## src/hdl/sau_pkg.sv

```systemverilog
// Shared types and constants for the stack arithmetic unit.
// Used by sau_ctrl, sau_dpath and stack_arithmetic_unit; depends on nothing.
`default_nettype none

package sau_pkg;

  localparam int unsigned STACK_DEPTH = 64;
  localparam int unsigned WORD_W      = 32;
  localparam int unsigned CNT_W       = $clog2(STACK_DEPTH + 1);
  localparam int unsigned ADDR_W      = $clog2(STACK_DEPTH);
  localparam int unsigned DEPTH_W     = 7;
  localparam int unsigned STEP_W      = $clog2(WORD_W);

  localparam int unsigned KIND_W      = 3;
  localparam int unsigned STATUS_W    = 2;
  localparam int unsigned IN_TDATA_W  = 32;
  localparam int unsigned OUT_TDATA_W = ((WORD_W + DEPTH_W + 7) / 8) * 8;

  typedef enum logic [KIND_W-1:0] {
    KIND_PUSH = 3'd0,
    KIND_ADD  = 3'd1,
    KIND_SUB  = 3'd2,
    KIND_DIV  = 3'd3,
    KIND_MOD  = 3'd4,
    KIND_MUL  = 3'd5
  } kind_e;

  typedef enum logic [STATUS_W-1:0] {
    ST_OK      = 2'd0,
    ST_SHORT   = 2'd1,
    ST_DIVZERO = 2'd2,
    ST_FULL    = 2'd3
  } status_e;

  typedef enum logic [1:0] {
    STK_NONE  = 2'd0,
    STK_PUSH  = 2'd1,
    STK_POP   = 2'd2,
    STK_CLEAR = 2'd3
  } stk_op_e;

  // Controller to datapath.
  typedef struct packed {
    logic            in_load;
    logic            alu_load;
    logic            div_start;
    logic            div_step;
    logic            commit;
    stk_op_e         stk_op;
    status_e         status;
  } sau_cmd_t;

  // Datapath to controller.
  typedef struct packed {
    logic [KIND_W-1:0] kind;
    logic              full;
    logic              short_stack;
    logic              top_zero;
    logic              div_last;
    logic              out_free;
  } sau_stat_t;

endpackage

`default_nettype wire

```

## src/hdl/sau_ctrl.sv

```systemverilog
// Controller state machine of the stack arithmetic unit.
// Sequences decode, divide steps and commit; depends on sau_pkg.
`default_nettype none

module sau_ctrl (
  input  wire logic                clk_i,
  input  wire logic                rst_ni,
  input  wire logic                in_valid_i,
  output logic                     in_ready_o,
  input  wire sau_pkg::sau_stat_t  stat_i,
  output sau_pkg::sau_cmd_t        cmd_o
);
  import sau_pkg::*;

  localparam logic [2:0] S_IDLE   = 3'd0;
  localparam logic [2:0] S_DECODE = 3'd1;
  localparam logic [2:0] S_DIV    = 3'd2;
  localparam logic [2:0] S_ALU    = 3'd3;
  localparam logic [2:0] S_FINISH = 3'd4;

  logic [2:0] state_q, state_d;
  stk_op_e    op_q, op_d;
  status_e    st_q, st_d;
  logic       is_div;

  assign in_ready_o = (state_q == S_IDLE);
  assign is_div = (stat_i.kind == KIND_DIV) || (stat_i.kind == KIND_MOD);

  always_comb begin
    state_d = state_q;
    op_d    = op_q;
    st_d    = st_q;
    cmd_o   = '0;
    cmd_o.stk_op = op_q;
    cmd_o.status = st_q;
    unique case (state_q)
      S_IDLE: begin
        if (in_valid_i) begin
          cmd_o.in_load = 1'b1;
          state_d = S_DECODE;
        end
      end
      S_DECODE: begin
        state_d = S_FINISH;
        op_d    = STK_NONE;
        st_d    = ST_OK;
        priority if (stat_i.kind == KIND_PUSH) begin
          if (stat_i.full) begin
            st_d = ST_FULL;
          end else begin
            op_d = STK_PUSH;
          end
        end else if (stat_i.kind == KIND_ADD || stat_i.kind == KIND_SUB ||
                     stat_i.kind == KIND_MUL || is_div) begin
          priority if (stat_i.short_stack) begin
            op_d = STK_CLEAR;
            st_d = ST_SHORT;
          end else if (is_div && stat_i.top_zero) begin
            op_d = STK_CLEAR;
            st_d = ST_DIVZERO;
          end else if (is_div) begin
            op_d = STK_POP;
            cmd_o.div_start = 1'b1;
            state_d = S_DIV;
          end else begin
            op_d = STK_POP;
            cmd_o.alu_load = 1'b1;
          end
        end else begin
          // Unused kinds leave the stack alone.
          op_d = STK_NONE;
        end
      end
      S_DIV: begin
        cmd_o.div_step = 1'b1;
        if (stat_i.div_last) begin
          state_d = S_ALU;
        end
      end
      S_ALU: begin
        cmd_o.alu_load = 1'b1;
        state_d = S_FINISH;
      end
      S_FINISH: begin
        if (stat_i.out_free) begin
          cmd_o.commit = 1'b1;
          state_d = S_IDLE;
        end
      end
      default: begin
        state_d = S_IDLE;
      end
    endcase
  end

  always_ff @(posedge clk_i or negedge rst_ni) begin
    if (!rst_ni) begin
      state_q <= S_IDLE;
      op_q    <= STK_NONE;
      st_q    <= ST_OK;
    end else begin
      state_q <= state_d;
      op_q    <= op_d;
      st_q    <= st_d;
    end
  end

endmodule

`default_nettype wire

```

## src/hdl/sau_dpath.sv

```systemverilog
// Datapath of the stack arithmetic unit: stack memory, top-of-stack register,
// adder, multiplier, bit-serial divider and output register; depends on sau_pkg.
`default_nettype none

module sau_dpath (
  input  wire logic                            clk_i,
  input  wire logic                            rst_ni,
  input  wire sau_pkg::sau_cmd_t               cmd_i,
  output sau_pkg::sau_stat_t                   stat_o,
  input  wire logic [sau_pkg::KIND_W-1:0]      kind_i,
  input  wire logic [sau_pkg::WORD_W-1:0]      push_value_i,
  output logic                                 out_valid_o,
  input  wire logic                            out_ready_i,
  output logic [sau_pkg::STATUS_W-1:0]         status_o,
  output logic [sau_pkg::WORD_W-1:0]           top_value_o,
  output logic [sau_pkg::DEPTH_W-1:0]          stack_depth_o
);
  import sau_pkg::*;

  // The top entry lives in top_q; the memory holds the entries below it.
  logic [WORD_W-1:0] mem [STACK_DEPTH];
  logic [WORD_W-1:0] rd_q;
  logic [ADDR_W-1:0] rd_addr, wr_addr;
  logic              wr_en;

  logic [KIND_W-1:0] kind_q;
  logic [WORD_W-1:0] pv_q;
  logic [WORD_W-1:0] top_q, top_d;
  logic [CNT_W-1:0]  count_q, count_d;
  logic [WORD_W-1:0] res_q, res_d;
  logic [WORD_W-1:0] prod;

  logic [WORD_W-1:0] div_rem_q, div_quo_q, div_dsr_q;
  logic [STEP_W-1:0] div_cnt_q;
  logic              neg_a_q, neg_b_q;
  logic [WORD_W:0]   div_shift;
  logic              div_ge;

  logic              out_valid_q;
  logic [STATUS_W-1:0] out_status_q;
  logic [WORD_W-1:0] out_top_q;
  logic [DEPTH_W-1:0] out_depth_q;

  assign rd_addr = ADDR_W'(count_q - CNT_W'(2));
  assign wr_addr = ADDR_W'(count_q - CNT_W'(1));
  assign wr_en   = cmd_i.commit && (cmd_i.stk_op == STK_PUSH) && (count_q != '0);

  always_ff @(posedge clk_i) begin
    if (wr_en) begin
      mem[wr_addr] <= top_q;
    end
    rd_q <= mem[rd_addr];
  end

  always_ff @(posedge clk_i) begin
    if (cmd_i.in_load) begin
      kind_q <= kind_i;
      pv_q   <= push_value_i;
    end
  end

  assign prod = rd_q * top_q;

  always_comb begin
    unique case (kind_q)
      KIND_ADD: res_d = rd_q + top_q;
      KIND_SUB: res_d = rd_q - top_q;
      KIND_MUL: res_d = prod;
      KIND_DIV: res_d = (neg_a_q ^ neg_b_q) ? (WORD_W'(0) - div_quo_q) : div_quo_q;
      KIND_MOD: res_d = neg_a_q ? (WORD_W'(0) - div_rem_q) : div_rem_q;
      default:  res_d = '0;
    endcase
  end

  always_ff @(posedge clk_i) begin
    if (cmd_i.alu_load) begin
      res_q <= res_d;
    end
  end

  // Restoring divider on magnitudes, one quotient bit per cycle.
  assign div_shift = {div_rem_q, div_quo_q[WORD_W-1]};
  assign div_ge    = div_shift >= {1'b0, div_dsr_q};

  always_ff @(posedge clk_i) begin
    if (cmd_i.div_start) begin
      div_rem_q <= '0;
      div_quo_q <= rd_q[WORD_W-1] ? (WORD_W'(0) - rd_q) : rd_q;
      div_dsr_q <= top_q[WORD_W-1] ? (WORD_W'(0) - top_q) : top_q;
      div_cnt_q <= '0;
      neg_a_q   <= rd_q[WORD_W-1];
      neg_b_q   <= top_q[WORD_W-1];
    end else if (cmd_i.div_step) begin
      div_rem_q <= div_ge ? WORD_W'(div_shift - {1'b0, div_dsr_q})
                          : div_shift[WORD_W-1:0];
      div_quo_q <= {div_quo_q[WORD_W-2:0], div_ge};
      div_cnt_q <= div_cnt_q + STEP_W'(1);
    end
  end

  always_comb begin
    top_d   = top_q;
    count_d = count_q;
    unique case (cmd_i.stk_op)
      STK_PUSH: begin
        top_d   = pv_q;
        count_d = count_q + CNT_W'(1);
      end
      STK_POP: begin
        top_d   = res_q;
        count_d = count_q - CNT_W'(1);
      end
      STK_CLEAR: begin
        count_d = '0;
      end
      default: begin
      end
    endcase
  end

  always_ff @(posedge clk_i) begin
    if (cmd_i.commit) begin
      top_q <= top_d;
    end
  end

  always_ff @(posedge clk_i or negedge rst_ni) begin
    if (!rst_ni) begin
      count_q     <= '0;
      out_valid_q <= 1'b0;
    end else begin
      if (cmd_i.commit) begin
        count_q <= count_d;
      end
      if (cmd_i.commit) begin
        out_valid_q <= 1'b1;
      end else if (out_ready_i) begin
        out_valid_q <= 1'b0;
      end
    end
  end

  always_ff @(posedge clk_i) begin
    if (cmd_i.commit) begin
      out_status_q <= cmd_i.status;
      out_top_q    <= (count_d == '0) ? '0 : top_d;
      out_depth_q  <= DEPTH_W'(count_d);
    end
  end

  assign stat_o.kind        = kind_q;
  assign stat_o.full        = (count_q >= CNT_W'(STACK_DEPTH));
  assign stat_o.short_stack = (count_q < CNT_W'(2));
  assign stat_o.top_zero    = (top_q == '0);
  assign stat_o.div_last    = (div_cnt_q == '1);
  assign stat_o.out_free    = !out_valid_q || out_ready_i;

  assign out_valid_o   = out_valid_q;
  assign status_o      = out_status_q;
  assign top_value_o   = out_top_q;
  assign stack_depth_o = out_depth_q;

endmodule

`default_nettype wire

```

## src/hdl/stack_arithmetic_unit.sv

```systemverilog
// Stack arithmetic unit: 64-entry operand stack with push, add, sub, div, mod, mul.
// Push, add, sub, mul and unused kinds go from decode straight to commit, where the result
// is registered; div and mod without an error first run the bit-serial divider (one bit per
// cycle). The next transaction is taken only after commit. A held result stalls the next commit.
// Reset (rst_ni low, asynchronous) empties the stack; stored words need no clearing.
// Depends on sau_pkg, sau_ctrl and sau_dpath.
`default_nettype none

module stack_arithmetic_unit (
  input  wire logic                                clk_i,
  input  wire logic                                rst_ni,
  input  wire logic                                s_axis_tvalid,
  output logic                                     s_axis_tready,
  input  wire logic [sau_pkg::IN_TDATA_W-1:0]      s_axis_tdata,  // [31:0] push_value
  input  wire logic [sau_pkg::KIND_W-1:0]          s_axis_tuser,  // [2:0] kind
  output logic                                     m_axis_tvalid,
  input  wire logic                                m_axis_tready,
  // [31:0] top_value, [38:32] stack_depth, [39] zero
  output logic [sau_pkg::OUT_TDATA_W-1:0]          m_axis_tdata,
  output logic [sau_pkg::STATUS_W-1:0]             m_axis_tuser   // [1:0] status
);
  import sau_pkg::*;

  sau_cmd_t           cmd;
  sau_stat_t          stat;
  logic [WORD_W-1:0]  top_value;
  logic [DEPTH_W-1:0] stack_depth;

  sau_ctrl u_ctrl (
    .clk_i      (clk_i),
    .rst_ni     (rst_ni),
    .in_valid_i (s_axis_tvalid),
    .in_ready_o (s_axis_tready),
    .stat_i     (stat),
    .cmd_o      (cmd)
  );

  sau_dpath u_dpath (
    .clk_i         (clk_i),
    .rst_ni        (rst_ni),
    .cmd_i         (cmd),
    .stat_o        (stat),
    .kind_i        (s_axis_tuser),
    .push_value_i  (s_axis_tdata),
    .out_valid_o   (m_axis_tvalid),
    .out_ready_i   (m_axis_tready),
    .status_o      (m_axis_tuser),
    .top_value_o   (top_value),
    .stack_depth_o (stack_depth)
  );

  assign m_axis_tdata = OUT_TDATA_W'({stack_depth, top_value});

endmodule

`default_nettype wire

```

## config.mk

```make
export PLATFORM = sky130hd
export DESIGN_NAME = stack_arithmetic_unit
export DESIGN_NICKNAME = d
export VERILOG_FILES = /design/src/hdl/sau_pkg.sv /design/src/hdl/sau_ctrl.sv /design/src/hdl/sau_dpath.sv /design/src/hdl/stack_arithmetic_unit.sv
export SDC_FILE = /design/constraint.sdc
export NUM_CORES = 2
export LEC_CHECK = 0
export BUFFER_PORTS_ARGS = -buffer_cell sky130_fd_sc_hd__buf_2
export CORE_MARGIN = 5
export CORE_UTILIZATION = 60
export CTS_CLUSTER_DIAMETER = 120
export DETAILED_ROUTE_END_ITERATION = 8
export GPL_ROUTABILITY_DRIVEN = 0
export PLACE_DENSITY = 0.76
export SYNTH_ARGS = -nofsm -noshare
export SYNTH_HDL_FRONTEND = slang
export SYNTH_HIERARCHICAL = 1
export SYNTH_SLANG_ARGS = --single-unit
```

## constraint.sdc

```tcl
create_clock -name clk_i -period 12.1 [get_ports clk_i]
set_clock_uncertainty 0.1 [all_clocks]
set_input_delay 1.21 -clock clk_i [delete_from_list [all_inputs] [get_ports clk_i]]
set_output_delay 1.21 -clock clk_i [all_outputs]
set_load 0.01 [all_outputs]
```

==> run_results.csv <==
group,metric,value,unit
sta,worst-slew-pin-transition,1.19,ns
sta,fin_crit_sh,0.722,
cts,cts_tree,"built",
floorplan,fp.dieH,441,um
detailed_routing,final_antenna_net_count,0,
global_routing,met2_usage,0.550,
status,status,"completed",
synth,synth_fp_nets,7276,
final_layout,area_growth,10.2,%
synth,synth.distinct_cells,85,
sta,fin_setup_tns,0,ns
critical_path,start_kind,"flop",
global_routing,grt_max_degree,136,
floorplan,die_area,0.194,mm2
critical_path,ff2ff_setup_slack,3.37,ns
sta,hold_viol,0,
detailed_routing,via_count,64300,
place,hpwl,181000,um
cts,clk_pin_slew,0.07,ns
global_routing,grtUsageTotal,0.342,
job,maxCapViolations,0,
final_layout,nets,7394,
sta,setup-violations-final,0,
detailed_routing,dr.pass1.iters,6,
synth,ys_warn_count,6,
synth,syn_area_per_cell,16.8,um2
global_routing,grt-ovfl-total,0,
critical_path,worstPathMaxFanout,51,
global_routing,antenna_found_initial,20,
sta,clock.fmax,0.115,GHz
detailed_routing,avgRoutedWirePerCell,34.6,um
critical_path,crit_path_end_kind,"flop",
cts,clock_sinks,2338,
cts,cts_max_path_buffers,3,
final_layout,finalNonFillerCells,9422,
detailed_routing,drtIter0Drc,9646,
floorplan,io_pins,83,
cts,insertion_delay,0.92,ns
floorplan,core-area,0.185,mm2
cts,htreeDepth,4,
synth,synth_area,0.111,mm2
floorplan,initial_core_util,0.602,
cts,ctsResizeCount,0,
critical_path,crit_type,"flop to flop",
final_layout,layout-drive-gt1-share,0.197,
cts,cts_buffers,225,
floorplan,die_x,441,um
global_routing,gr-max-usage-layer,"met2",
synth,synth_seq_cells,2338,
sta,min_period,8.73,ns
sta,drv_slew,0,
place,io_buffer_count,81,
critical_path,arrival,9.23,ns
critical_path,cp.required,12.60,ns
synth,synth_cells,6625,
final_layout,utilization,0.663,
global_routing,grt_pass1_vias,65700,
detailed_routing,post_drt_via_cell_ratio,6.83,
sta,rsz0062_at_grt,"false",
cts,hold_buffers,0,
synth,synth_top_flop_cell,"edfxtp_1",
floorplan,num_rows,158,
place,dp_cells,8995,
cts,post_cts_buffers,0,
global_routing,grt_use_met1,0.446,
detailed_routing,drc_errors,0,
synth,synthArstFlopShare,0.00642,
detailed_routing,wl,326000,um
final_layout,n_fill_cell,11900,
cts,clockRootBuffer,"clkbuf_16",
global_routing,use_met3,0.0670,
synth,synth_seq_area_share,0.624,
sta,maxSlewHeadroom,0.205,
synth,synth-edff-count,2254,
global_routing,grt_pass1_wl,470000,um
min_path,hold_path_class,"input port to async pin",
-- layout by cell type, fill, tap and decap left out, types with 53 or more instances in the layout --
| master | netlist | routed |
|---|---|---|
| edfxtp_1 | 2254 | 2254 |
| buf_2 | 17 | 81 |
| dfxtp_1 | 69 | 69 |
| xor2_1 | 128 | 127 |
| nor2_4 | 1 | 67 |
| a21oi_1 | 163 | 163 |
| clkinv_1 | 0 | 59 |
| nor2_1 | 249 | 183 |
| clkbuf_16 | 0 | 227 |
| o21ai_0 | 100 | 100 |
| xnor2_1 | 160 | 157 |
| mux4_2 | 657 | 657 |
| ha_1 | 202 | 199 |
| and2_1 | 321 | 320 |
| buf_4 | 1 | 187 |
| mux2i_1 | 53 | 53 |
| nand2_1 | 401 | 401 |
| fa_1 | 410 | 410 |
| inv_1 | 454 | 453 |
| a211oi_1 | 64 | 64 |
-- sequential cells by signal (all words and copies together) (netlist names) --
signal,flops
u_dpath/mem,2048
u_dpath/div_dsr_q,32
u_dpath/div_quo_q,32
u_dpath/div_rem_q,32
u_dpath/pv_q,32
u_dpath/rd_q,32
u_dpath/res_q,32
u_dpath/top_q,32
u_dpath/top_value_o,32
u_dpath/count_q,7
u_dpath/stack_depth_o,7
u_dpath/div_cnt_q,5
u_ctrl/state_q,3
u_dpath/kind_q,3
u_ctrl/op_q,2
u_ctrl/st_q,2
u_dpath/status_o,2
u_dpath/neg_a_q,1
u_dpath/neg_b_q,1
u_dpath/out_valid_o,1
-- cells by family after synthesis --
group | after synthesis | share of synthesized area
DFF | 2338 | 0.624
other | 1 | 0.0000337
and+or+nand+nor | 1220 | 0.0543
adders and majority gates | 612 | 0.0964
xor gates and xnor gates | 289 | 0.0228
AOI/OAI and AO/OA | 605 | 0.0353
muxes | 725 | 0.139
buffers and inverters | 835 | 0.0285
-- layout make-up --
class / count / area (um2) / area share
Sequential cell: 2338 / 69400 / 0.566
Multi-Input combinational cell: 3452 / 39300 / 0.320
Clock buffer: 280 / 5900 / 0.0481
Tap cell: 2480 / 3100 / 0.0253
Timing Repair Buffer: 272 / 1900 / 0.0155
Inverter: 454 / 1700 / 0.0139
Clock inverter: 138 / 1350 / 0.0110
Antenna cell: 8 / 20.0 / 0.000163
-- worst paths after layout --
check,startpoint,to,cells after the start
max in group asynchronous,rst_ni,u_dpath/count_q[1],1
worst min register to register,u_ctrl/st_q[1],u_dpath/status_o[1],0
worst max register to register,u_dpath/top_q[16],u_dpath/res_q[31],23
worst min-delay path,rst_ni,u_dpath/out_valid_o,1
worst max-delay path,u_dpath/top_q[16],u_dpath/res_q[31],23
min in group clk_i,u_ctrl/st_q[1],u_dpath/status_o[1],0
-- per-layer routing --
layer	wire length, um	part of all wire
met5	46	0.00014
met4	21500	0.066
met3	38200	0.12
met2	158000	0.48
met1	109000	0.33
-- cell usage after synthesis, types with 20 or more instances --
library cell | number | area, um2
mux2i_1 | 53 | 531
ha_1 | 202 | 2530
o41ai_1 | 20 | 175
nand3_1 | 38 | 190
xor2_1 | 128 | 1120
nor3_1 | 32 | 160
inv_1 | 454 | 1700
nand2b_1 | 27 | 169
nor2_1 | 249 | 935
a211oi_1 | 64 | 480
xnor2_1 | 160 | 1400
dfxtp_1 | 69 | 1380
fa_1 | 410 | 8210
a21oi_1 | 163 | 816
a22oi_1 | 35 | 263
o31ai_1 | 42 | 315
o21ai_0 | 100 | 500
a21o_1 | 28 | 210
or3_1 | 35 | 219
and2_1 | 321 | 2010
a31oi_1 | 22 | 138
clkbuf_1 | 285 | 1070
nor2b_1 | 22 | 138
buf_1 | 75 | 282
mux4_2 | 657 | 14800
edfxtp_1 | 2254 | 67700
nand2_1 | 401 | 1510
o22ai_1 | 35 | 219
-- per-stage QoR --
step / hold slack, ns / cell area [um2] / setup WS, ns
after CTS: 0.0866 / 123000 / 3.41
after detailed placement: 0.334 / 115000 / 3.43
after global placement: 0.332 / 115000 / 3.52
final: 0.145 / 123000 / 3.37
after floorplan: 0.306 / 111000 / 3.70
after global routing: 0.148 / 123000 / 3.03
-- critical path: stages (launching register included) --
cell	delay, ns
edfxtp_1	1.07
buf_4	0.72
and2_1	0.24
fa_1	0.44
fa_1	0.52
inv_1	0.05
fa_1	0.49
inv_1	0.06
fa_1	0.42
fa_1	0.47
fa_1	0.57
fa_1	0.43
fa_1	0.44
ha_1	0.39
a21o_1	0.19
a21oi_1	0.14
o221ai_1	0.18
a211o_1	0.36
nor3_1	0.20
a211oi_1	0.15
nor4_1	0.29
o21bai_1	0.13
xnor2_1	0.13
a221o_1	0.29
Power is not shown: default switching activity piles up to over one toggle a cycle in this logic, so the estimate is an artifact.
